$ cat src/hw/rtl/ipd_pkg.sv
// Shared types, constants and helper functions of the +IPD header parser.
`timescale 1ns / 1ps

package ipd_pkg;

    localparam int LEN_WIDTH = 16;
    localparam int PREFIX_LEN = 5;
    localparam int MAX_LINK_ID = 4;

    localparam logic [LEN_WIDTH-1:0] LEN_MAX = {LEN_WIDTH{1'b1}};

    localparam logic [7:0] CHAR_PLUS  = 8'h2B;
    localparam logic [7:0] CHAR_COMMA = 8'h2C;
    localparam logic [7:0] CHAR_COLON = 8'h3A;
    localparam logic [7:0] CHAR_ZERO  = 8'h30;
    localparam logic [7:0] CHAR_NINE  = 8'h39;

    localparam logic [15:0] CAPTURE_LIMIT_RESET  = 16'd1024;
    localparam logic [15:0] HEADER_TIMEOUT_RESET = 16'd1000;
    localparam logic [15:0] DATA_TIMEOUT_RESET   = 16'd3000;

    typedef enum logic [1:0] {
        CFG_CAPTURE_LIMIT  = 2'd0,
        CFG_HEADER_TIMEOUT = 2'd1,
        CFG_DATA_TIMEOUT   = 2'd2,
        CFG_UNUSED         = 2'd3
    } cfg_index_t;

    typedef enum logic [2:0] {
        ST_PAYLOAD        = 3'd0,
        ST_BAD_ID         = 3'd1,
        ST_BAD_LENGTH     = 3'd2,
        ST_HEADER_TIMEOUT = 3'd3,
        ST_DATA_TIMEOUT   = 3'd4
    } status_t;

    typedef enum logic [2:0] {
        PH_HUNT = 3'b001,
        PH_HEAD = 3'b010,
        PH_DATA = 3'b100
    } phase_t;

    typedef enum logic {
        FUNC_BYTE = 1'b0,
        FUNC_TICK = 1'b1
    } func_t;

    typedef struct packed {
        logic [15:0] capture_limit;
        logic [15:0] header_timeout;
        logic [15:0] data_timeout;
    } cfg_t;

    typedef struct packed {
        logic [2:0]  status;
        logic [7:0]  payload_byte;
        logic [2:0]  link_id;
        logic        has_link_id;
        logic [15:0] announced_len;
        logic        last;
    } res_t;

    // Character expected at each position of the "+IPD," prefix.
    function automatic logic [7:0] prefix_char(input logic [2:0] idx);
        logic [7:0] c;
        unique case (idx)
            3'd0:    c = CHAR_PLUS;
            3'd1:    c = 8'h49;
            3'd2:    c = 8'h50;
            3'd3:    c = 8'h44;
            3'd4:    c = CHAR_COMMA;
            default: c = 8'h00;
        endcase
        return c;
    endfunction

    // One decimal digit appended to a number, saturating at the all-ones value.
    function automatic logic [LEN_WIDTH-1:0] add_digit(input logic [LEN_WIDTH-1:0] n,
                                                       input logic [3:0] d);
        logic [LEN_WIDTH+3:0] v;
        v = ({4'd0, n} << 3) + ({4'd0, n} << 1) + {{LEN_WIDTH{1'b0}}, d};
        return (v > {4'd0, LEN_MAX}) ? LEN_MAX : v[LEN_WIDTH-1:0];
    endfunction

endpackage

$ cat src/hw/rtl/ipd_rx_if.sv
// Input channel: one received byte or one millisecond tick per transfer.
`timescale 1ns / 1ps

interface ipd_rx_if;
    logic       valid;
    logic       ready;
    logic       func;
    logic [7:0] rx_byte;

    modport source (output valid, output func, output rx_byte, input ready);
    modport sink (input valid, input func, input rx_byte, output ready);
endinterface

$ cat src/hw/rtl/ipd_res_if.sv
// Result channel: payload bytes and error reports of the header parser.
`timescale 1ns / 1ps

interface ipd_res_if;
    logic        valid;
    logic        ready;
    logic [2:0]  status;
    logic [7:0]  payload_byte;
    logic [2:0]  link_id;
    logic        has_link_id;
    logic [15:0] announced_len;
    logic        last;

    modport source (output valid, output status, output payload_byte, output link_id,
                    output has_link_id, output announced_len, output last, input ready);
    modport sink (input valid, input status, input payload_byte, input link_id,
                  input has_link_id, input announced_len, input last, output ready);
endinterface

$ cat src/hw/rtl/ipd_packet_header_parser_top.sv
// Top level of the +IPD receive header parser: configuration registers, input register, parser, result register.
`timescale 1ns / 1ps

// The block takes one item per clock cycle, a received byte or a millisecond
// tick, while no waiting result holds the flow, and gives at most one result
// for it. An accepted item sits in the input register until it moves on; at
// that edge the parser updates its state and loads the result register, which
// then offers the result to the sink. The result register holds a result
// while the sink stalls, and the input side keeps taking items as long as
// they cause no result or the result register can be refilled. Configuration
// writes take effect at once and are meant to be made while no item is in
// flight.
module ipd_packet_header_parser_top
    import ipd_pkg::*;
(
    input  logic        clk,
    input  logic        rst_n,
    ipd_rx_if.sink      rx_ch,
    ipd_res_if.source   res_ch,
    input  logic        cfg_we,
    input  logic [1:0]  cfg_index,
    input  logic [15:0] cfg_data
);

    cfg_t       cfg;
    logic       in_valid_reg;
    logic       in_func_reg;
    logic [7:0] in_byte_reg;
    logic       out_valid_reg;
    res_t       out_res_reg;
    logic       produces;
    res_t       res;
    logic       advance;

    ipd_cfg_regs u_cfg (
        .clk       (clk),
        .rst_n     (rst_n),
        .cfg_we    (cfg_we),
        .cfg_index (cfg_index),
        .cfg_data  (cfg_data),
        .cfg       (cfg)
    );

    ipd_parser u_parser (
        .clk      (clk),
        .rst_n    (rst_n),
        .step_en  (advance),
        .func     (in_func_reg),
        .rx_byte  (in_byte_reg),
        .cfg      (cfg),
        .produces (produces),
        .res      (res)
    );

    // An item moves on unless its result would overwrite one still waiting.
    assign advance     = in_valid_reg && (!produces || !out_valid_reg || res_ch.ready);
    assign rx_ch.ready = !in_valid_reg || advance;

    always_ff @(posedge clk or negedge rst_n)
    begin
        if (!rst_n)
            in_valid_reg <= 1'b0;
        else if (rx_ch.valid && rx_ch.ready)
            in_valid_reg <= 1'b1;
        else if (advance)
            in_valid_reg <= 1'b0;
    end

    always_ff @(posedge clk)
    begin
        if (rx_ch.valid && rx_ch.ready)
        begin
            in_func_reg <= rx_ch.func;
            in_byte_reg <= rx_ch.rx_byte;
        end
    end

    always_ff @(posedge clk or negedge rst_n)
    begin
        if (!rst_n)
            out_valid_reg <= 1'b0;
        else if (advance && produces)
            out_valid_reg <= 1'b1;
        else if (res_ch.ready)
            out_valid_reg <= 1'b0;
    end

    always_ff @(posedge clk)
    begin
        if (advance && produces)
            out_res_reg <= res;
    end

    assign res_ch.valid         = out_valid_reg;
    assign res_ch.status        = out_res_reg.status;
    assign res_ch.payload_byte  = out_res_reg.payload_byte;
    assign res_ch.link_id       = out_res_reg.link_id;
    assign res_ch.has_link_id   = out_res_reg.has_link_id;
    assign res_ch.announced_len = out_res_reg.announced_len;
    assign res_ch.last          = out_res_reg.last;

endmodule

$ cat src/hw/rtl/ipd_cfg_regs.sv
// Configuration registers of the header parser.
`timescale 1ns / 1ps

module ipd_cfg_regs
    import ipd_pkg::*;
(
    input  logic        clk,
    input  logic        rst_n,
    input  logic        cfg_we,
    input  logic [1:0]  cfg_index,
    input  logic [15:0] cfg_data,
    output cfg_t        cfg
);

    cfg_t cfg_reg;

    always_ff @(posedge clk or negedge rst_n)
    begin
        if (!rst_n)
        begin
            cfg_reg.capture_limit  <= CAPTURE_LIMIT_RESET;
            cfg_reg.header_timeout <= HEADER_TIMEOUT_RESET;
            cfg_reg.data_timeout   <= DATA_TIMEOUT_RESET;
        end
        else if (cfg_we)
        begin
            unique case (cfg_index_t'(cfg_index))
                CFG_CAPTURE_LIMIT:  cfg_reg.capture_limit  <= cfg_data;
                CFG_HEADER_TIMEOUT: cfg_reg.header_timeout <= cfg_data;
                CFG_DATA_TIMEOUT:   cfg_reg.data_timeout   <= cfg_data;
                CFG_UNUSED:         cfg_reg <= cfg_reg;
            endcase
        end
    end

    assign cfg = cfg_reg;

endmodule

$ cat src/hw/rtl/ipd_parser.sv
// Parser state and the per-item update: prefix hunt, header digits, payload and timeouts.
`timescale 1ns / 1ps

module ipd_parser
    import ipd_pkg::*;
(
    input  logic       clk,
    input  logic       rst_n,
    input  logic       step_en,
    input  logic       func,
    input  logic [7:0] rx_byte,
    input  cfg_t       cfg,
    output logic       produces,
    output res_t       res
);

    phase_t               phase_reg, phase_next;
    logic [2:0]           prefix_reg, prefix_next;
    logic [LEN_WIDTH-1:0] first_reg, first_next;
    logic [LEN_WIDTH-1:0] second_reg, second_next;
    logic                 comma_reg, comma_next;
    logic                 stopped_reg, stopped_next;
    logic [15:0]          taken_reg, taken_next;
    logic [15:0]          wanted_reg, wanted_next;
    logic [15:0]          ticks_reg, ticks_next;
    logic [2:0]           id_reg, id_next;
    logic                 has_id_reg, has_id_next;
    logic [LEN_WIDTH-1:0] len_reg, len_next;

    logic                 is_digit;
    logic [3:0]           digit;
    logic [15:0]          ticks_inc;
    logic [15:0]          taken_inc;
    logic [15:0]          limit;
    logic [LEN_WIDTH-1:0] len_sel;
    logic [2:0]           prefix_inc;
    logic                 to_hunt;

    assign is_digit   = (rx_byte >= CHAR_ZERO) && (rx_byte <= CHAR_NINE);
    assign digit      = 4'(rx_byte - CHAR_ZERO);
    assign ticks_inc  = (ticks_reg != 16'hFFFF) ? ticks_reg + 16'd1 : ticks_reg;
    assign taken_inc  = taken_reg + 16'd1;
    assign limit      = (cfg.capture_limit == 16'd0) ? 16'd1 : cfg.capture_limit;
    assign len_sel    = comma_reg ? second_reg : first_reg;
    assign prefix_inc = prefix_reg + 3'd1;

    always_comb
    begin
        phase_next   = phase_reg;
        prefix_next  = prefix_reg;
        first_next   = first_reg;
        second_next  = second_reg;
        comma_next   = comma_reg;
        stopped_next = stopped_reg;
        taken_next   = taken_reg;
        wanted_next  = wanted_reg;
        ticks_next   = ticks_reg;
        id_next      = id_reg;
        has_id_next  = has_id_reg;
        len_next     = len_reg;
        to_hunt      = 1'b0;
        produces     = 1'b0;
        res          = '0;

        if (func == FUNC_TICK)
        begin
            ticks_next = ticks_inc;
            if (phase_reg == PH_DATA)
            begin
                if (ticks_inc >= cfg.data_timeout)
                begin
                    to_hunt    = 1'b1;
                    produces   = 1'b1;
                    res.status = ST_DATA_TIMEOUT;
                end
            end
            else if (ticks_inc >= cfg.header_timeout)
            begin
                to_hunt    = 1'b1;
                produces   = 1'b1;
                res.status = ST_HEADER_TIMEOUT;
            end
        end
        else
        begin
            unique case (phase_reg)
                PH_DATA:
                begin
                    taken_next        = taken_inc;
                    produces          = 1'b1;
                    res.status        = ST_PAYLOAD;
                    res.payload_byte  = rx_byte;
                    res.link_id       = id_reg;
                    res.has_link_id   = has_id_reg;
                    res.announced_len = 16'(len_reg);
                    res.last          = taken_inc >= wanted_reg;
                    to_hunt           = res.last;
                end
                PH_HEAD:
                begin
                    priority if (is_digit)
                    begin
                        if (!stopped_reg)
                        begin
                            if (comma_reg)
                                second_next = add_digit(second_reg, digit);
                            else
                                first_next = add_digit(first_reg, digit);
                        end
                    end
                    else if (rx_byte == CHAR_COMMA && !comma_reg)
                    begin
                        comma_next   = 1'b1;
                        stopped_next = 1'b0;
                    end
                    else if (rx_byte != CHAR_COLON)
                    begin
                        stopped_next = 1'b1;
                    end
                    else if (comma_reg && first_reg > LEN_WIDTH'(MAX_LINK_ID))
                    begin
                        to_hunt    = 1'b1;
                        produces   = 1'b1;
                        res.status = ST_BAD_ID;
                    end
                    else
                    begin
                        id_next     = comma_reg ? 3'(first_reg) : 3'd0;
                        has_id_next = comma_reg;
                        len_next    = len_sel;
                        if (len_sel == '0)
                        begin
                            to_hunt    = 1'b1;
                            produces   = 1'b1;
                            res.status = ST_BAD_LENGTH;
                        end
                        else
                        begin
                            wanted_next = (32'(len_sel) < 32'(limit)) ? 16'(len_sel) : limit;
                            taken_next  = '0;
                            ticks_next  = '0;
                            phase_next  = PH_DATA;
                        end
                    end
                end
                default:
                begin
                    // Hunting: a mismatch may itself start a new prefix.
                    if (rx_byte == prefix_char(prefix_reg))
                        prefix_next = prefix_inc;
                    else
                        prefix_next = (rx_byte == CHAR_PLUS) ? 3'd1 : 3'd0;
                    if (rx_byte == prefix_char(prefix_reg) && 32'(prefix_inc) >= PREFIX_LEN)
                    begin
                        prefix_next  = '0;
                        phase_next   = PH_HEAD;
                        first_next   = '0;
                        second_next  = '0;
                        comma_next   = 1'b0;
                        stopped_next = 1'b0;
                    end
                end
            endcase
        end

        if (to_hunt)
        begin
            phase_next   = PH_HUNT;
            prefix_next  = '0;
            first_next   = '0;
            second_next  = '0;
            comma_next   = 1'b0;
            stopped_next = 1'b0;
            taken_next   = '0;
            wanted_next  = '0;
            ticks_next   = '0;
        end
    end

    always_ff @(posedge clk or negedge rst_n)
    begin
        if (!rst_n)
        begin
            phase_reg   <= PH_HUNT;
            prefix_reg  <= '0;
            first_reg   <= '0;
            second_reg  <= '0;
            comma_reg   <= 1'b0;
            stopped_reg <= 1'b0;
            taken_reg   <= '0;
            wanted_reg  <= '0;
            ticks_reg   <= '0;
            id_reg      <= '0;
            has_id_reg  <= 1'b0;
            len_reg     <= '0;
        end
        else if (step_en)
        begin
            phase_reg   <= phase_next;
            prefix_reg  <= prefix_next;
            first_reg   <= first_next;
            second_reg  <= second_next;
            comma_reg   <= comma_next;
            stopped_reg <= stopped_next;
            taken_reg   <= taken_next;
            wanted_reg  <= wanted_next;
            ticks_reg   <= ticks_next;
            id_reg      <= id_next;
            has_id_reg  <= has_id_next;
            len_reg     <= len_next;
        end
    end

endmodule
$ cat src/flat_wrapper.sv
// flat-port wrapper written by rule: the top's interface ports become plain ports
module ipd_packet_header_parser_top_flat import ipd_pkg::*;
  (clk, rst_n, cfg_we, cfg_index, cfg_data, rx_ch_valid, rx_ch_func, rx_ch_rx_byte, rx_ch_ready, res_ch_valid, res_ch_status, res_ch_payload_byte, res_ch_link_id, res_ch_has_link_id, res_ch_announced_len, res_ch_last, res_ch_ready);
  ipd_rx_if rx_ch_i ();
  ipd_res_if res_ch_i ();
  input  logic clk;
  input  logic rst_n;
  input  logic cfg_we;
  input  logic [1:0] cfg_index;
  input  logic [15:0] cfg_data;
  input wire logic [$bits(rx_ch_i.valid)-1:0] rx_ch_valid;
  input wire logic [$bits(rx_ch_i.func)-1:0] rx_ch_func;
  input wire logic [$bits(rx_ch_i.rx_byte)-1:0] rx_ch_rx_byte;
  output wire logic [$bits(rx_ch_i.ready)-1:0] rx_ch_ready;
  output wire logic [$bits(res_ch_i.valid)-1:0] res_ch_valid;
  output wire logic [$bits(res_ch_i.status)-1:0] res_ch_status;
  output wire logic [$bits(res_ch_i.payload_byte)-1:0] res_ch_payload_byte;
  output wire logic [$bits(res_ch_i.link_id)-1:0] res_ch_link_id;
  output wire logic [$bits(res_ch_i.has_link_id)-1:0] res_ch_has_link_id;
  output wire logic [$bits(res_ch_i.announced_len)-1:0] res_ch_announced_len;
  output wire logic [$bits(res_ch_i.last)-1:0] res_ch_last;
  input wire logic [$bits(res_ch_i.ready)-1:0] res_ch_ready;
  assign rx_ch_i.valid = rx_ch_valid;
  assign rx_ch_i.func = rx_ch_func;
  assign rx_ch_i.rx_byte = rx_ch_rx_byte;
  assign rx_ch_ready = rx_ch_i.ready;
  assign res_ch_valid = res_ch_i.valid;
  assign res_ch_status = res_ch_i.status;
  assign res_ch_payload_byte = res_ch_i.payload_byte;
  assign res_ch_link_id = res_ch_i.link_id;
  assign res_ch_has_link_id = res_ch_i.has_link_id;
  assign res_ch_announced_len = res_ch_i.announced_len;
  assign res_ch_last = res_ch_i.last;
  assign res_ch_i.ready = res_ch_ready;
  ipd_packet_header_parser_top u_core (.clk(clk), .rst_n(rst_n), .rx_ch(rx_ch_i), .res_ch(res_ch_i), .cfg_we(cfg_we), .cfg_index(cfg_index), .cfg_data(cfg_data));
endmodule
$ cat config.mk
export PLATFORM = sky130hd
export DESIGN_NAME = ipd_packet_header_parser_top_flat
export DESIGN_NICKNAME = d
export VERILOG_FILES = /design/src/hw/rtl/ipd_pkg.sv /design/src/hw/rtl/ipd_rx_if.sv /design/src/hw/rtl/ipd_res_if.sv /design/src/hw/rtl/ipd_packet_header_parser_top.sv /design/src/hw/rtl/ipd_cfg_regs.sv /design/src/hw/rtl/ipd_parser.sv /design/src/flat_wrapper.sv
export SDC_FILE = /design/constraint.sdc
export NUM_CORES = 1
export LEC_CHECK = 0
export BUFFER_PORTS_ARGS = -buffer_cell sky130_fd_sc_hd__buf_2
export CORE_MARGIN = 2
export CORE_UTILIZATION = 45
export DETAILED_ROUTE_END_ITERATION = 7
export PLACE_DENSITY_LB_ADDON = 0.3
export RECOVER_POWER = 25
export SYNTH_ARGS = -nofsm -noshare
export SYNTH_HDL_FRONTEND = slang
export SYNTH_SLANG_ARGS = --single-unit
$ cat constraint.sdc
create_clock -name clk -period 4.81 [get_ports clk]
set_input_delay 0.2405 -clock clk [delete_from_list [all_inputs] [get_ports clk]]
set_output_delay 0.2405 -clock clk [all_outputs]
set_load 0.03 [all_outputs]
Yosys cells after proc, flatten, opt, wreduce, memory -nomap -nowiden
Index checks and enable logic that the tools add are counted.
- latch bits: 0
- output and inout bits: 34
- bits of input ports: 32
- bits in registers: 199
- RAM bits: 0
- ROM bits: 0
- memories: 0
- add/subtract/negate cells: 8
- $lt $le $gt $ge: 10
- multiplexer cells: 95
- bitwise logic cells: 6
- multipliers: 0
- div/mod/pow operators: 0
- shift operators: 0
- reduce and logical (&&, ||, !) cells: 39
- equality and inequality tests: 37
- operator list (kind ; count):
    2-to-1 mux 16 bit ; 35
    one-hot mux 16 bit (2 select lines) ; 3
    2-to-1 mux 3 bit ; 18
    greater-or-equal comparator 16 bit ; 3
    adder 19 x 17 -> 20 bit ; 2
    adder 20 x 4 -> 20 bit ; 2
    > comparator 20 x 16 -> 1 bit, second input constant ; 2
    one-hot mux 7 bit (5 select lines) ; 1
    adder 16 x 1 -> 16 bit, second input constant ; 2
    logical NOT 16 bit ; 2
    != test 3 bit, second input constant ; 10
    AND reduction 7 bit ; 4
    2-to-1 mux 1 bit ; 25
    equality test 8 x 6 -> 1 bit, second input constant ; 2
    > comparator 16 x 3 -> 1 bit, second input constant ; 1
    less-than comparator 16 bit ; 1
    2-to-1 mux 8 bit ; 2
    != test 16 bit, second input constant ; 1
    AND reduction 8 bit ; 2
    2-to-1 mux 2 bit ; 6
    != test 2 bit, second input constant ; 6
    != test 3 x 2 -> 1 bit, second input constant ; 4
    AND reduction 6 bit ; 2
    equality test 3 x 2 -> 1 bit, second input constant ; 3
    28 further kinds ; 56

Longest topological paths before layout
Gate-level depths: netlist (run 1).
- word-level depth: 16
- depth in mapped cells: 20
- gate-level depth less buffers: 17

Modules after synthesis
A second synthesis (run 1) with hierarchy kept.
- cells, all modules: 1205
- area total of the unflattened synthesis: 12977.4 um^2
- by module, submodules not included (module ; area an instance (um^2) ; cells each ; instances):
    ipd_parser ; 9805.7 ; 1052 ; 1
    ipd_cfg_regs ; 1833.0 ; 102 ; 1
    ipd_packet_header_parser_top ; 1338.8 ; 51 ; 1

Worst setup path before layout (run 1)
OpenSTA, ideal clock, no wires.
- path kind: reg-to-reg
- from: register u_core.u_parser.ticks_reg[4]
- to: register u_core.out_res_reg (netlist bit u_core.res_ch.announced_len[0]), enable pin
- arrival time: 4.383 ns
- cell stages (with the launch flop): 18
- buffers on the path: 3
- slack: 0.035 ns
- clock period less this slack: 4.775 ns
- path through: dfrtp_1 clkbuf_1 and4_1 and4_1 and4_1 clkbuf_1 nor2_1 nand2_1 xnor2_1 ha_1 a21o_1 a21o_1 a221oi_1 a21oi_1 nand3_1 a41o_2 buf_2 and2_1
- word-level cells in the longest chain between the ends: 11
- elaborated cells between the ends (all ways): 14
- those cells by class: add/sub: 1; order compare: 2; eq/ne: 1; mux: 5; reduce/logical: 5
- RTL lines (what ; RTL line ; source):
    start: declaration ; ipd_parser.sv:25 ; logic [15:0] ticks_reg, ticks_next;
    start signal: assignment ; ipd_parser.sv:207 ; ticks_reg <= ticks_next;
    adder 16 x 1 -> 16 bit or != test 16 bit (tied branches) ; ipd_parser.sv:41 ; assign ticks_inc = (ticks_reg != 16'hFFFF) ? ticks_reg + 16'd1 : ticks_reg;
    2-to-1 mux 16 bit (*) ; ipd_parser.sv:41 ;
    greater-or-equal comparator 16 bit, on equally long branches ; ipd_parser.sv:77, ipd_parser.sv:70 ;
    2-to-1 mux 1 bit, on equally long branches ; ipd_parser.sv:77, ipd_parser.sv:70 ;
    2-to-1 mux 1 bit (*) ; ipd_parser.sv:68 ; if (phase_reg == PH_DATA)
    2-to-1 mux 1 bit (*) ; ipd_parser.sv:65 ; if (func == FUNC_TICK)
    logical NOT 1 bit ; ipd_packet_header_parser_top.sv:56 ; assign advance = in_valid_reg && (!produces || !out_valid_reg || res_ch.ready);
    logical OR 1 bit (2 in series) ; ipd_packet_header_parser_top.sv:56 ;
    logical AND 1 bit ; ipd_packet_header_parser_top.sv:56 ;
    logical AND 1 bit (*) ; ipd_packet_header_parser_top.sv:90 ; if (advance && produces)
    end signal: assignment ; ipd_packet_header_parser_top.sv:91 ; out_res_reg <= res;
    end: declaration ; ipd_packet_header_parser_top.sv:30 ; res_t out_res_reg;
Mark *: on every way between the ends. The rest lies on a longest branch, timed or not.
A chain may end at the register's enable or synchronous reset.

Final worst setup path (run 1)
- from: register u_core.u_parser.ticks_reg[6]
- to: register u_core.u_parser.first_reg[0]
- word-level cells in the longest chain between the ends: 11
- elaborated cells between the ends (all ways): 22
- those cells by class: add/sub: 1; order compare: 2; eq/ne: 6; mux: 7; reduce/logical: 6
- RTL lines (what ; RTL line ; source):
    adder 16 x 1 -> 16 bit or != test 16 bit (tied branches) ; ipd_parser.sv:41 ;
    2-to-1 mux 16 bit (*) ; ipd_parser.sv:41 ;
    greater-or-equal comparator 16 bit, on equally long branches ; ipd_parser.sv:77, ipd_parser.sv:70 ;
    2-to-1 mux 1 bit, on equally long branches ; ipd_parser.sv:77, ipd_parser.sv:70 ;
    2-to-1 mux 1 bit (*) ; ipd_parser.sv:68 ;
    2-to-1 mux 1 bit ; ipd_parser.sv:65 ;
    logical NOT 1 bit ; ipd_packet_header_parser_top.sv:56 ;
    logical OR 1 bit (2 in series) ; ipd_packet_header_parser_top.sv:56 ;
    logical AND 1 bit ; ipd_packet_header_parser_top.sv:56 ;
    AND reduction 7 bit (no source line) ; n/a ;
    end signal: assignment ; ipd_parser.sv:201 ; first_reg <= first_next;
    end: declaration ; ipd_parser.sv:19 ; logic [LEN_WIDTH-1:0] first_reg, first_next;
Marks and branches as above.

==> results of run 1 <==
[final cells by class]
cell class / count / area share (%)
multi-input combinational: 931 / 49.8
clock buffer: 21 / 3.05
inverter: 81 / 2.11
clock inverter: 11 / 0.667
tap: 378 / 3.28
timing repair buffer: 110 / 5.10
sequential: 199 / 36.0
[cell usage after synthesis, types with 21 or more instances]
master    count
dfrtp_1     143
ha_1        133
nand2_1      95
nor2_1       95
inv_1        81
o21ai_0      70
mux2_2       53
a21oi_1      41
edfxtp_1     41
and3_1       37
a22o_1       29
xnor2_1      29
clkbuf_1     27
nand3_1      27
o31ai_1      25
nand4_1      21
[power breakdown]
part	total (mW)	internal (mW)	switching, mW	leakage (nW)
logic	0.747	0.333	0.414	4.27
registers	2.01	1.85	0.156	2.48
clock network	1.33	0.675	0.657	0.258
total	4.09	2.86	1.23	7.01
[what timing repair did]
action | 4_1_cts | 5_1_grt
gates resized for setup | 2 | 21
endpoints found under the setup margin | 62 | 90
cloned | 0 | 1
buffers inserted | 2 | 4
pin swaps | 1 | 5
hold endpoints to repair | 80 | 0
hold buffers | 10 | 0
[cells in the final DEF, fill, tap and decap left out, types with 37 or more instances in the layout]
| cell | n |
|---|---|
| a21oi_1 | 39 |
| and3_1 | 37 |
| buf_2 | 60 |
| dfrtp_1 | 143 |
| edfxtp_1 | 41 |
| ha_1 | 133 |
| inv_1 | 81 |
| mux2_2 | 53 |
| nand2_1 | 94 |
| nor2_1 | 94 |
| o21ai_0 | 70 |
[logic make-up (layout without fill, tap and decap cells)]
family	after synthesis	after routing	synth area share [%]
buffers and inverters	129	223	4.37
xor gates and xnor gates	48	48	3.27
and+or+nand+nor	367	367	14.6
adders and majority gates	137	137	13.6
DFF	199	199	40.4
muxes	91	91	7.77
AOI/OAI and AO/OA	288	288	16.0
[critical path: cells and delay by family (launching register included)]
kind	cells	cell delay (ps)
and+or+nand+nor	7	1640
AOI/OAI and AO/OA	7	1600
buffers and inverters	3	580
DFF	1	400
adders and majority gates	1	260
[per-stage QoR]
stage                     total power [mW]  util [%]  cell area, sq um  setup slack, ps  TNS, ps
after floorplan                       2.52         -             12900             34.7        0
after global placement                2.72      48.9             13700              113        0
after detailed placement              2.75      48.9             13700            -5.43    -26.5
after CTS                             4.08      51.3             14300             24.5        0
after global routing                  4.30      51.7             14400             18.0        0
final                                 4.09      51.7             14400              264        0
[worst min path at each step]
stage	slack, ps	cells after the start	end
detailed placement	330	1	u_core.res_ch.valid$_DFFE_PN0P_
global placement	330	1	u_core.res_ch.valid$_DFFE_PN0P_
finish	20	2	u_core.in_valid_reg$_DFFE_PN0P_
global route	10	2	u_core.in_valid_reg$_DFFE_PN0P_
CTS	3	2	u_core.in_valid_reg$_DFFE_PN0P_
floorplan	-60	0	u_core.in_valid_reg$_DFFE_PN0P_
[layer usage]
layer  vias up  global-route usage (%)
li1       4804                       -
met1      4831                    29.8
met2       237                    33.3
met3        47                    3.85
met4         8                    6.43
met5         -                       0
==> flow_metrics.py, run 1 <==
metrics = {
    "synth": {
        "synth_async_sr_flop_share_pct": 79.4,
        "avgSynthCellArea_sq_um": 10.2,
        "syn-num-nets": 1428,
        "ys_ff_latch": 199,
        "yosysSeqAreaShare_pct": 40.4,
        "synth_edf_count": 41,
        "yosysTopAreaCell": "dfrtp_1",
        "syn_inst": 1259,
        "ys_types": 84,
        "syn_area_sq_um": 12900,
        "synth_ff_type": "dfrtp_1",
        "netlist_top_cells_area": "dfrtp_1 28%, ha_1 13%, edfxtp_1 9.6%",
        "yosysTopAreaCellShare_pct": 27.8,
        "yosysWarningCount": 0,
    },
    "pwr": {
        "power_leakage_nw": 7.01,
        "peakVddDrop_mv": 0.260,
        "powerDensity_nw_per_um2": 283,
    },
    "die": {
        "fp-row-count": 61,
        "die_area_sq_um": 30000,
        "die_x_um": 173,
        "die_y_um": 173,
        "start_util_pct": 46.1,
        "io_pins": 66,
        "core_sq_um": 27900,
    },
    "timing": {
        "fin_skew_ps": 14.2,
        "setup-violations-final": 0,
        "clock.fmax_mhz": 220,
        "maxSlewHeadroom_pct": -138,
        "finalHoldViolCount": 0,
        "fin_crit_ps": 4550,
        "rsz0062_at_grt": "false",
        "report.final.slew_viol_count": 78,
        "fin_crit_sh_pct": 94.5,
        "whs_ps": 20.2,
        "worst_pin_slew_ps": 3570,
    },
    "worst_setup_path": {
        "critPathSlowestCell": "a222oi_1",
        "ff2ff_path_depth": 18,
        "crit_fanout": 8,
        "crit_top_cell": "buf_4",
        "cp-end-kind": "flip-flop",
        "worstPathArrival_ps": 4900,
        "worst_setup_path_start_kind": "flip-flop",
        "crit_chain": "and4_1 -> and4_2 -> nand4_1 -> or2_2 -> and3_1 -> nor2_2 -> ha_1 -> a211oi_1 -> o21ai_0 -> a21oi_2 -> o21ai_4 -> buf_4 -> a222oi_1 -> buf_4 -> nand3_2 -> o221ai_4 -> buf_6 -> o2bb2ai_1",
        "rrSetupSlack_ps": 260,
        "critPathKind": "flip-flop to flip-flop",
        "r2r-start": "u_core.u_parser.ticks_reg[6]$_DFFE_PN0P_",
        "worstSetupStartpoint": "u_core.u_parser.ticks_reg[6]$_DFFE_PN0P_",
        "worstReg2RegEnd": "u_core.u_parser.first_reg[0]$_DFFE_PN0P_",
        "slowest_delay_ps": 430,
        "required_ps": 5160,
        "endpoint": "u_core.u_parser.first_reg[0]$_DFFE_PN0P_",
    },
    "clock_tree": {
        "cts.clk_slew.worst_paths_ps": 80,
        "cts_tree": "done",
        "cts_max_level": 4,
        "clock-root-buffer": "clkbuf_16",
        "worstSkewPairLatency_ps": 440,
        "cts_buffers": 17,
        "numClockSinks": 199,
        "cts_buffer_depth": 2,
    },
    "global_routing": {
        "first_global_vias": 9592,
        "grt_max_degree": 78,
        "antenna_found_initial": 4,
        "grt_use_total_pct": 21.2,
        "grt_pass1_wl_um": 51100,
        "grt_remaining_overflow": 0,
    },
    "final_layout": {
        "synthToLayoutAreaGrowth_pct": 12.2,
        "drive_gt1_share_pct": 16.8,
        "multi_input_area_sq_um": 7180,
        "fillerInstances": 2588,
        "antennaDiodeCount": 0,
        "final_cells": 1731,
        "fin_nets": 1509,
        "largest_register_ffs": 48,
        "seqCellArea_sq_um": 5200,
    },
    "routing": {
        "drc_errors": 0,
        "wl_per_cell_um": 18.4,
        "first_iter_violations": 760,
        "ant_nets": 0,
        "first_pass_iters": 5,
        "drt-met1-wl_um": 14800,
        "highest_layer": "met5",
        "drt-total-wl_um": 31900,
        "met3_length_um": 1490,
        "num_vias": 9927,
        "wl_met2_um": 14900,
        "avgViaCountPerCell": 5.73,
    },
    "flow_run": {
        "maxCapViolCount": 1,
    },
    "place": {
        "dp_hpwl_um": 23400,
        "placedCellCount": 1682,
        "gp_congestion": 0.877,
        "portBuffers": 65,
    },
    "min_path": {
        "hold_class": "input pin to flip-flop",
        "hp-start": "rx_ch_valid",
    },
    "outcome": {
        "violations": "max-capacitance violations, max-slew violations",
        "status": "finished with violations",
    },
}
No activity file was read; power rests on OpenSTA's default activity.
==> run 2: changes to the inputs <==
--- a/config.mk
+++ b/config.mk
@@ -11,6 +11,7 @@
 export DETAILED_ROUTE_END_ITERATION = 7
 export PLACE_DENSITY_LB_ADDON = 0.3
 export RECOVER_POWER = 25
+export SETUP_SLACK_MARGIN = 0.4
 export SYNTH_ARGS = -nofsm -noshare
 export SYNTH_HDL_FRONTEND = slang
 export SYNTH_SLANG_ARGS = --single-unit
==> flow_metrics.py, run 2 (synthesis gave the netlist of run 1 again) <==
metrics = {
    "pwr": {
        "p_seq_share_pct": 46.7,
        "switching_share_pct": 31.0,
        "powerDensity_nw_per_um2": 290,
        "p_comb_share_pct": 18.1,
        "p_int_mw": 2.96,
        "power_leakage_nw": 7.16,
        "peakVddDrop_mv": 0.260,
        "p_sw_mw": 1.33,
        "clockPowerShare_pct": 35.2,
    },
    "routing": {
        "first_pass_iters": 5,
        "first_iter_violations": 830,
        "num_vias": 10200,
        "drt-total-wl_um": 33200,
        "drc_errors": 0,
        "ant_nets": 0,
        "avgViaCountPerCell": 5.84,
        "wl_per_cell_um": 19.0,
    },
    "die": {
        "core_sq_um": 27900,
        "die_x_um": 173,
        "start_util_pct": 46.1,
        "fp-row-count": 61,
        "die_area_sq_um": 30000,
        "die_y_um": 173,
        "io_pins": 66,
    },
    "final_layout": {
        "antennaDiodeCount": 0,
        "synthToLayoutAreaGrowth_pct": 15.0,
        "final_cell_mix": "142 x dfrtp_1, 131 x ha_1, 94 x nand2_1",
        "drive_gt1_share_pct": 19.9,
        "largest_register_ffs": 48,
        "final_common_cell": "dfrtp_1",
        "fin_nets": 1522,
        "postLayoutCellArea_sq_um": 14800,
    },
    "worst_setup_path": {
        "crit_fanout": 9,
        "crit_top_cell": "and4_4",
        "ff2ff_path_depth": 17,
        "slowest_delay_ps": 440,
        "worstPathArrival_ps": 4660,
        "worstReg2RegEnd": "u_core.u_parser.taken_reg[0]$_DFFE_PN0P_",
        "critPathSlowestCell": "or3_4",
        "crit_chain": "and4_4 -> and4_4 -> nand3_2 -> nor2_2 -> buf_4 -> xnor2_1 -> nand2_1 -> ha_1 -> a21o_1 -> a2111o_1 -> a221oi_2 -> a21oi_4 -> nand3_4 -> a41oi_4 -> buf_12 -> or3_4 -> mux2_2",
        "critPathTopFamily": "simple AND/OR/NAND/NOR gates",
        "required_ps": 5140,
        "worst_setup_path_start_kind": "flip-flop",
        "endpoint": "u_core.u_parser.taken_reg[0]$_DFFE_PN0P_",
        "critPathKind": "flip-flop to flip-flop",
        "worstSetupStartpoint": "u_core.u_parser.ticks_reg[6]$_DFFE_PN0P_",
        "worst-path-buf-inv": 2,
        "cp-end-kind": "flip-flop",
        "rrSetupSlack_ps": 480,
        "r2r-start": "u_core.u_parser.ticks_reg[6]$_DFFE_PN0P_",
        "cp.depth": 17,
    },
    "clock_tree": {
        "cts_max_level": 4,
        "clock-root-buffer": "clkbuf_16",
        "worstSkewPairLatency_ps": 450,
        "cts_buffer_depth": 2,
        "cts.clk_slew.worst_paths_ps": 80,
        "numClockSinks": 199,
        "cts_tree": "done",
        "cts_buffers": 17,
    },
    "min_path": {
        "hold_class": "input pin to flip-flop",
        "hp-start": "cfg_data[8]",
        "whs_path_depth": 3,
    },
    "outcome": {
        "violations": "max-capacitance violations, max-slew violations",
        "status": "finished with violations",
    },
    "place": {
        "gp_congestion": 0.869,
        "placed_area_sq_um": 13700,
        "portBuffers": 65,
        "dp_hpwl_um": 23500,
        "pre_cts_slack_ps": -3.68,
    },
    "global_routing": {
        "antenna_found_initial": 1,
        "first_global_vias": 9684,
        "grt_remaining_overflow": 0,
        "grt_pass1_wl_um": 52200,
        "grt_max_degree": 74,
        "grt_use_total_pct": 21.6,
    },
    "timing": {
        "clock.fmax_mhz": 231,
        "setup-violations-final": 0,
        "whs_ps": 36.4,
        "maxSlewHeadroom_pct": -124,
        "fin_ws_ps": 483,
        "fin_crit_sh_pct": 90.0,
        "fin_skew_ps": 13.0,
        "fin_crit_ps": 4330,
        "worst_pin_slew_ps": 3360,
        "finalHoldViolCount": 0,
        "rsz0062_at_grt": "true",
        "report.final.slew_viol_count": 74,
    },
    "flow_run": {
        "maxCapViolCount": 1,
    },
}
run 2: changes by cell type in the layout (fill, tap and decap cells not counted), sizes merged, moves of 2 or more:
cell,previous run,this run
buf,94,101
clkinv,4,7
clkbuf,26,24
clkinvlp,2,0
inv,86,88
run 2: how the worst min path moves through the flow:
| stage | end | slack [ps] |
|---|---|---|
| global route | u_core.u_cfg.cfg[42]$_DFFE_PN1P_ | 50 |
| floorplan | u_core.in_valid_reg$_DFFE_PN0P_ | -60 |
| CTS | u_core.u_cfg.cfg[40]$_DFFE_PN0P_ | 30 |
| detailed placement | u_core.res_ch.valid$_DFFE_PN0P_ | 320 |
| finish | u_core.u_cfg.cfg[40]$_DFFE_PN0P_ | 40 |
| global placement | u_core.res_ch.valid$_DFFE_PN0P_ | 320 |
run 2: area by class of cell:
cell class,count,area [sq um]
Sequential cell,199,5200
Multi-Input combinational cell,934,7340
Clock inverter,15,203
Inverter,81,304
Fill cell,2542,13100
Tap cell,378,473
Clock buffer,17,425
Timing Repair Buffer,120,837
run 2: what timing repair did:
item,in CTS,in global routing
hold buffers,11,0
pin swaps,3,15
endpoints found under the setup margin,141,136
gates cloned,0,5
resized for setup,15,40
setup buffers,5,7
endpoints found under the hold margin,80,0
run 2: worst register-to-register path, stage by stage (launching register included):
cell and delay, ps:
dfrtp_1 360, and4_4 240, and4_4 260, nand3_2 120, nor2_2 150, buf_4 140
xnor2_1 140, nand2_1 150, ha_1 320, a21o_1 180, a2111o_1 420, a221oi_2 260
a21oi_4 140, nand3_4 150, a41oi_4 230, buf_12 220, or3_4 450, mux2_2 280
run 2: routing by layer:
layer	vias to the layer above	global-route usage (%)	wire length [um]
met2	294	33.7	15300
met4	2	6.14	761
li1	4848	-	-
met5	-	0	11
met3	46	3.10	1770
met1	4992	31.2	15300
run 2: metrics by stage:
stage	instances	util, %	power (mW)	TNS, ps
2_1_floorplan	1259	-	2.52	0
3_3_place_gp	1684	48.9	2.74	0
3_5_place_dp	1684	48.9	2.76	-3.68
4_1_cts	1732	51.9	4.28	0
5_1_grt	1744	53.0	4.49	0
6_report	1744	53.0	4.29	0
run 2: power groups by stage:
stage	combinational, mW	clock (mW)	sequential (mW)
floorplan	0.555	0	1.96
global placement	0.711	0	2.02
detailed placement	0.730	0	2.03
CTS	0.749	1.53	2.00
global route	0.870	1.59	2.02
finish	0.778	1.51	2.00
==> run 3: changes to the inputs <==
--- a/config.mk
+++ b/config.mk
@@ -5,9 +5,10 @@
 export SDC_FILE = /design/constraint.sdc
 export NUM_CORES = 1
 export LEC_CHECK = 0
-export BUFFER_PORTS_ARGS = -buffer_cell sky130_fd_sc_hd__buf_2
-export CORE_MARGIN = 2
-export CORE_UTILIZATION = 45
+export BUFFER_PORTS_ARGS = -buffer_cell sky130_fd_sc_hd__buf_4
+export CELL_PAD_IN_SITES_DETAIL_PLACEMENT = 0
+export CELL_PAD_IN_SITES_GLOBAL_PLACEMENT = 2
+export CORE_UTILIZATION = 37
 export DETAILED_ROUTE_END_ITERATION = 7
 export PLACE_DENSITY_LB_ADDON = 0.3
 export RECOVER_POWER = 25
==> flow_metrics.py, run 3 (synthesis gave the netlist of run 1 again) <==
metrics = {
    "flow_run": {
        "maxCapViolCount": 1,
    },
    "final_layout": {
        "multi_input_area_sq_um": 7340,
        "seqCellArea_sq_um": 5200,
        "largest_register_ffs": 48,
        "drive_gt1_share_pct": 20.8,
        "final_common_cell": "dfrtp_1",
        "final_cell_mix": "142 x dfrtp_1, 128 x ha_1, 108 x buf_4",
        "fillerInstances": 3258,
        "antennaDiodeCount": 0,
        "synthToLayoutAreaGrowth_pct": 17.9,
        "fin_nets": 1543,
    },
    "die": {
        "die_y_um": 188,
        "die_x_um": 188,
        "core_sq_um": 33900,
        "io_pins": 66,
        "die_area_sq_um": 35500,
        "start_util_pct": 38.0,
        "fp-row-count": 67,
    },
    "global_routing": {
        "grt_remaining_overflow": 0,
        "grt_pass1_wl_um": 56200,
        "grt_max_degree": 84,
        "first_global_vias": 9652,
        "antenna_found_initial": 0,
        "grt_use_total_pct": 20.3,
    },
    "clock_tree": {
        "worstSkewPairLatency_ps": 440,
        "cts_tree": "done",
        "cts.clk_slew.worst_paths_ps": 70,
        "cts_buffers": 17,
        "clock-root-buffer": "clkbuf_16",
        "numClockSinks": 199,
        "cts_max_level": 4,
        "cts_buffer_depth": 2,
    },
    "timing": {
        "setup-violations-final": 0,
        "rsz0062_at_grt": "true",
        "worst_pin_slew_ps": 2330,
        "fin_crit_sh_pct": 90.1,
        "clock.fmax_mhz": 231,
        "maxSlewHeadroom_pct": -55.6,
        "fin_skew_ps": 9.89,
        "setup_tns_ps": 0,
        "report.final.slew_viol_count": 84,
        "fin_crit_ps": 4340,
        "finalHoldViolCount": 0,
        "whs_ps": 35.1,
    },
    "worst_setup_path": {
        "rrSetupSlack_ps": 530,
        "critPathSlowestCell": "or4b_1",
        "crit_top_cell": "and4_4",
        "critPathKind": "flip-flop to output port",
        "cp-end-kind": "output port",
        "ff2ff_path_depth": 15,
        "required_ps": 4570,
        "crit_chain": "and4_4 -> and4_4 -> nand4_1 -> o21ai_2 -> nor2_1 -> xor2_1 -> ha_1 -> and4_4 -> or4b_1 -> a21oi_2 -> buf_4 -> nand3_4 -> buf_6 -> nand3_2 -> and3_4 -> inv_1 -> buf_4",
        "worst_setup_path_start_kind": "flip-flop",
        "worstSetupStartpoint": "u_core.u_parser.ticks_reg[6]$_DFFE_PN0P_",
        "crit_fanout": 6,
        "worstReg2RegEnd": "u_core.res_ch.announced_len[12]$_SDFFCE_PP0P_",
        "slowest_delay_ps": 450,
        "worstPathArrival_ps": 4100,
        "endpoint": "rx_ch_ready",
        "r2r-start": "u_core.u_parser.ticks_reg[6]$_DFFE_PN0P_",
    },
    "routing": {
        "avgViaCountPerCell": 5.47,
        "first_iter_violations": 756,
        "first_pass_iters": 5,
        "ant_nets": 0,
        "num_vias": 10000,
        "drc_errors": 0,
        "drt-total-wl_um": 35600,
        "wl_per_cell_um": 19.4,
    },
    "min_path": {
        "hold_class": "input pin to flip-flop",
        "whs_path_depth": 3,
    },
    "place": {
        "dp_hpwl_um": 26500,
        "gp_congestion": 0.838,
        "portBuffers": 65,
    },
    "pwr": {
        "peakVddDrop_mv": 0.201,
        "p_total_mw": 4.32,
        "powerDensity_nw_per_um2": 285,
        "power_leakage_nw": 7.27,
    },
    "outcome": {
        "violations": "max-capacitance violations, max-slew violations",
        "status": "finished with violations",
    },
}
[run 3: cell count changes in the layout (fill, tap and decap cells not counted), sizes merged, moves of 2 or more]
cell      delta
clkinv       -4
clkinvlp     +2
clkbuf      +10
inv          -2
buf         +17
[run 3: timing repair]
action | CTS | global route
setup buffers | 11 | 6
endpoints found under the setup margin | 151 | 139
gates resized for setup | 27 | 37
pin swaps | 8 | 15
cloned | 0 | 2
hold buffers | 11 | 0
hold endpoints to repair | 90 | 0
[run 3: metal layers]
metal / share of wire (%) / up-vias / track usage, %
met5: 0 / - / 0
met3: 2.9 / 14 / 2.66
met1: 51 / 4975 / 30.6
li1: - / 4889 / -
met4: 0.67 / 0 / 3.75
met2: 46 / 168 / 31.0
[run 3: how the worst min path moves through the flow]
stage,end,slack [ps],startpoint
floorplan,u_core.in_valid_reg$_DFFE_PN0P_,-60,rst_n
global placement,u_core.in_valid_reg$_DFFE_PN0P_,380,rst_n
detailed placement,u_core.in_valid_reg$_DFFE_PN0P_,380,rst_n
CTS,u_core.u_cfg.cfg[40]$_DFFE_PN0P_,20,cfg_data[8]
global route,u_core.u_cfg.cfg[36]$_DFFE_PN0P_,20,cfg_data[4]
finish,u_core.u_cfg.cfg[40]$_DFFE_PN0P_,40,cfg_data[8]
[run 3: per-stage QoR]
step / setup slack [ps] / cells / cell area (sq um) / utilization [%]
floorplan: 494 / 1259 / 12900 / -
global placement: 80.3 / 1773 / 14000 / 41.5
detailed placement: -43.3 / 1773 / 14000 / 41.5
CTS: 411 / 1827 / 15000 / 44.2
global route: 300 / 1835 / 15200 / 44.8
finish: 474 / 1835 / 15200 / 44.8
[run 3: area by class of cell]
class / count / share of cell area [%]
sequential: 199 / 34.3
clock buffer: 20 / 3.02
inverter: 81 / 2.00
clock inverter: 12 / 0.908
timing repair buffer: 143 / 7.64
multi-input combinational: 932 / 48.4
tap: 448 / 3.70
[run 3: worst max-delay path: cells and delay by family (launching register included)]
| family | cells | cell delay (ps) |
|---|---|---|
| AOI/OAI and AO/OA | 2 | 430 |
| xor gates and xnor gates | 1 | 190 |
| adders and majority gates | 1 | 330 |
| buffers and inverters | 4 | 510 |
| DFF | 1 | 370 |
| and+or+nand+nor | 9 | 1800 |
[run 3: power by group]
| group | leakage, nW | switching, mW | internal, mW |
|---|---|---|---|
| logic | 4.51 | 0.449 | 0.378 |
| clock network | 0.284 | 0.672 | 0.806 |
| registers | 2.48 | 0.159 | 1.85 |
| total | 7.27 | 1.28 | 3.04 |
